--- config.mk ---
export PLATFORM = sky130hd
export DESIGN_NAME = otl_slot_mem
export DESIGN_NICKNAME = d
export VERILOG_FILES = /design/src/hdl/otl_pkg.sv /design/src/hdl/otl_slot_mem.sv
export SDC_FILE = /design/constraint.sdc
export NUM_CORES = 1
export LEC_CHECK = 0
export BUFFER_PORTS_ARGS = -buffer_cell sky130_fd_sc_hd__buf_2
export CAP_MARGIN = 10
export CORE_MARGIN = 2
export CORE_UTILIZATION = 60
export CTS_CLUSTER_SIZE = 40
export DETAILED_ROUTE_END_ITERATION = 10
export PLACE_DENSITY = 0.79
export SLEW_MARGIN = 20
export SYNTH_ARGS = -nofsm -noshare
export SYNTH_HDL_FRONTEND = slang
export SYNTH_SLANG_ARGS = --single-unit
--- constraint.sdc ---
create_clock -name i_clk -period 9.8 [get_ports i_clk]
set_input_delay 1.47 -clock i_clk [delete_from_list [all_inputs] [get_ports i_clk]]
set_output_delay 1.47 -clock i_clk [all_outputs]
set_load 0.01 [all_outputs]
--- src/hdl/otl_pkg.sv ---
`timescale 1ns / 1ps

package otl_pkg;

    localparam int TIMER_SLOTS_DEF = 16;

    localparam int CMD_W   = 2;
    localparam int DELAY_W = 24;
    localparam int ID_W    = 32;
    localparam int STAT_W  = 2;

    localparam logic [CMD_W-1:0] CMD_TICK   = 2'd0;
    localparam logic [CMD_W-1:0] CMD_SET    = 2'd1;
    localparam logic [CMD_W-1:0] CMD_DELETE = 2'd2;

    localparam logic [STAT_W-1:0] STATUS_OK        = 2'd0;
    localparam logic [STAT_W-1:0] STATUS_FULL      = 2'd1;
    localparam logic [STAT_W-1:0] STATUS_NOT_FOUND = 2'd2;

    localparam logic KIND_FIRED  = 1'b0;
    localparam logic KIND_STATUS = 1'b1;

    typedef struct packed {
        logic [ID_W-1:0]    ident;
        logic [DELAY_W-1:0] remaining;
    } t_slot;

endpackage

--- src/hdl/otl_slot_mem.sv ---
`timescale 1ns / 1ps

module otl_slot_mem
    import otl_pkg::*;
#(
    parameter int DEPTH = TIMER_SLOTS_DEF,
    parameter int AW    = (DEPTH > 1) ? $clog2(DEPTH) : 1
) (
    input  logic          i_clk,
    input  logic          i_we,
    input  logic [AW-1:0] i_waddr,
    input  t_slot         i_wdata,
    input  logic          i_re,
    input  logic [AW-1:0] i_raddr,
    output t_slot         o_rdata
);

    t_slot r_mem [DEPTH];
    t_slot r_rdata;

    always_ff @(posedge i_clk) begin
        if (i_we) begin
            r_mem[i_waddr] <= i_wdata;
        end
    end

    // hold the last read word until the next read
    always_ff @(posedge i_clk) begin
        if (i_re) begin
            r_rdata <= r_mem[i_raddr];
        end
    end

    assign o_rdata = r_rdata;

endmodule

==> impl_metrics.json <==
{
  "status": "finished, final reports clean",
  "firstDrtPassIters": 5,
  "syn-num-nets": 1512,
  "cp_max_fo": 98,
  "yosysMostFrequentCell": "edfxtp_1",
  "max_slew.worst_pin.slew_ns": 1.097,
  "synth-simple-area-share_pct": 0.9729,
  "boundaryPins": 123,
  "holdPathEnd": "o_rdata[49]",
  "final_area_um2": 39750,
  "finalHoldViolations": 0,
  "core_um2": 57920,
  "hp-class": "reg -> reg",
  "fin_ws_ns": 6.120,
  "swShare_pct": 20.11,
  "dp_slack_ns": 5.515,
  "synth_fa_ha_area_share_pct": 0,
  "synth_edf_count": 952,
  "clk_pin_slew_ns": 0.07,
  "syn-cell-area_um2": 35240,
  "synth_cell_types": 16,
  "required_ns": 10.18,
  "syn_inst": 1445,
  "gr-usage-all-layers_pct": 27.01,
  "clkSinkCount": 952,
  "max_freq_ghz": 0.2717,
  "endpoint_kind": "flop",
  "drtAntennaViolNets": 0,
  "globalRouteOverflowTotal": 0,
  "r2r_end": "o_rdata[39]",
  "grt_pass1_wl_mm": 115.0,
  "tritoncts": "yes",
  "synthTopCellsByArea": "edfxtp_1, mux4_2, a22oi_1",
  "cts_setup_buffers": 0,
  "postCtsHoldBufs": 0,
  "critical_path_class": "in -> reg",
  "static-leakage-power_uw": 0.01269,
  "ir_drop_mv": 0.1466,
  "io_buffers": 122,
  "clock_latency_ns": 0.64,
  "synth_top_family_by_area": "multiplexers",
  "grt_max_degree": 120,
  "setup_viol": 0,
  "yosysTopAreaCellShare_pct": 81.12,
  "first_global_vias": 17000,
  "cp_cell_sequence": "clkbuf_8, buf_4, mux4_2, a22oi_1, nand2_1",
  "p_clk_share_pct": 41.0,
  "hold-path-cell-count": 3,
  "cellPowerDensity_nw_per_um2": 213.6,
  "max-slew-margin-rel_pct": 26.89,
  "die_height_um": 246.3,
  "die-width_um": 246.3,
  "yosys_register_bits": 952,
  "avgSynthCellArea_um2": 24.39,
  "placed_area_um2": 36790,
  "clockRootBuffer": "clkbuf_16",
  "r2r_setup_slack_ns": 8.17,
  "drc": 0,
  "drt_iter0_markers": 2158,
  "async_flop_share_pct": 0,
  "wl_per_cell_um": 32.53,
  "seq_power_share_pct": 54.4,
  "synth-seq-area-share_pct": 81.12,
  "start_util_pct": 60.85,
  "synth_warnings": 0,
  "place.gp.congestion": 0.7013,
  "num-nets-final": 1681,
  "synth_compound_area_share_pct": 2.386,
  "p_total_uw": 8490,
  "synth.area.mux_share_pct": 14.32,
  "p_int_uw": 6783,
  "dpl.hpwl_mm": 34.84,
  "slowest_stage": "buf_4",
  "rsz0062_at_grt": "false",
  "reg2reg_depth": 3,
  "critPathArrivalTime_ns": 4.06,
  "finish.cell_count_without_fillers": 2455,
  "drive_gt1_share_pct": 31.04,
  "dp.cells": 2289,
  "viasPerCell": 6.745,
  "skew_ns": 0.02436,
  "fin_crit_sh_pct": 37.55,
  "synth-xor-area-share_pct": 0,
  "num_rows": 88,
  "wl_mm": 79.86,
  "syn_to_final_growth_pct": 12.80,
  "cts_made_buffers": 87,
  "final_period_minus_worst_setup_slack_ns": 3.680,
  "synth_commonest_cells": "edfxtp_1, mux4_2, a22oi_1, nand2_1, clkbuf_1",
  "synth_flop_cell": "edfxtp_1",
  "start_kind": "input port",
  "maxSlewViolCount": 0,
  "antenna_found_initial": 8,
  "synth_top_area_cell": "edfxtp_1",
  "cts_buffer_depth": 3,
  "p_switching_uw": 1708,
  "dieArea_um2": 60690,
  "vias": 16560,
  "combPwrFrac_pct": 4.6,
  "hold_start": "r_mem[6][49]",
  "rr_startpoint": "r_mem[0][39]",
  "cts_resized": 0,
  "maxCapViolCount": 0,
  "critPathMaxStageDelay_ns": 0.91,
  "cts_max_level": 3,
  "n_fill_cell": 3364,
  "setup_tns_ns": 0
}
-- worst max path at each step --
stage | start | end | slack (ns) | cells after the start
after floorplan | i_waddr[2] | r_mem[0][0] | 3.46 | 2
after global placement | i_raddr[0] | o_rdata[12] | 5.62 | 5
after detailed placement | i_raddr[0] | o_rdata[44] | 5.51 | 5
after CTS | i_raddr[0] | o_rdata[44] | 6.15 | 5
after global routing | i_raddr[0] | o_rdata[39] | 5.91 | 6
final | i_raddr[1] | o_rdata[39] | 6.12 | 5
-- cell type report --
class | count | area, um2 | area share, %
multi-input combinational | 419 | 6362 | 16.01
tap | 765 | 957.2 | 2.408
sequential | 952 | 28590 | 71.92
antenna | 5 | 12.51 | 0.03148
timing repair buffer | 154 | 908.4 | 2.285
clock buffer | 111 | 2352 | 5.918
clock inverter | 49 | 568.0 | 1.429
-- cell families (layout without fill, tap and decap cells) --
logic type | after synthesis | count (layout)
simple gates | 83 | 83
flops | 952 | 952
other cells | 0 | 5
compound gates | 112 | 112
buf+inv | 74 | 314
mux | 224 | 224
-- layout by cell type, fill, tap and decap left out, types with 2 or more instances in the layout --
cell type	netlist	final
edfxtp_1	952	952
mux4_2	224	224
buf_2	11	119
a22oi_1	112	112
clkbuf_16	0	91
nand2_1	57	57
buf_4	5	30
clkbuf_1	43	20
clkinv_1	0	16
clkinv_2	0	15
nor2_4	0	13
bufinv_16	0	13
diode_2	0	5
nor3_2	0	4
inv_6	0	4
nor2b_4	0	2
nand3b_1	2	2
nand2b_1	2	2
-- power groups by stage --
stage                     combinational, uW  sequential, uW  clock (uW)
after floorplan                         219            4710           0
after global placement                  371            4700           0
after detailed placement                382            4700           0
after CTS                               391            4620        3510
after global routing                    416            4630        3650
final                                   389            4620        3480
-- through the flow --
stage	utilization, %	hold slack, ns
floorplan	-	0.7103
finish	68.63	0.7390
CTS	68.56	0.7408
global route	68.62	0.7746
global placement	63.51	0.7248
detailed placement	63.52	0.7293
-- registers in the layout (all words and copies together) (netlist names) --
register	count
o_rdata	56
r_mem	896
-- critical path: cells and delay by family --
family	cells	cell delay, ns
buf+inv	2	1.55
mux	1	0.45
compound gates	1	0.30
simple gates	1	0.16
-- layer usage --
metal	wire length [um]	track usage, %	vias to the layer above
li1	-	-	6574
met1	29550	37.57	8764
met2	40840	44.14	1095
met3	7672	5.011	117
met4	1742	8.965	8
met5	49	0	-
No activity file was read; power rests on OpenSTA's default activity.
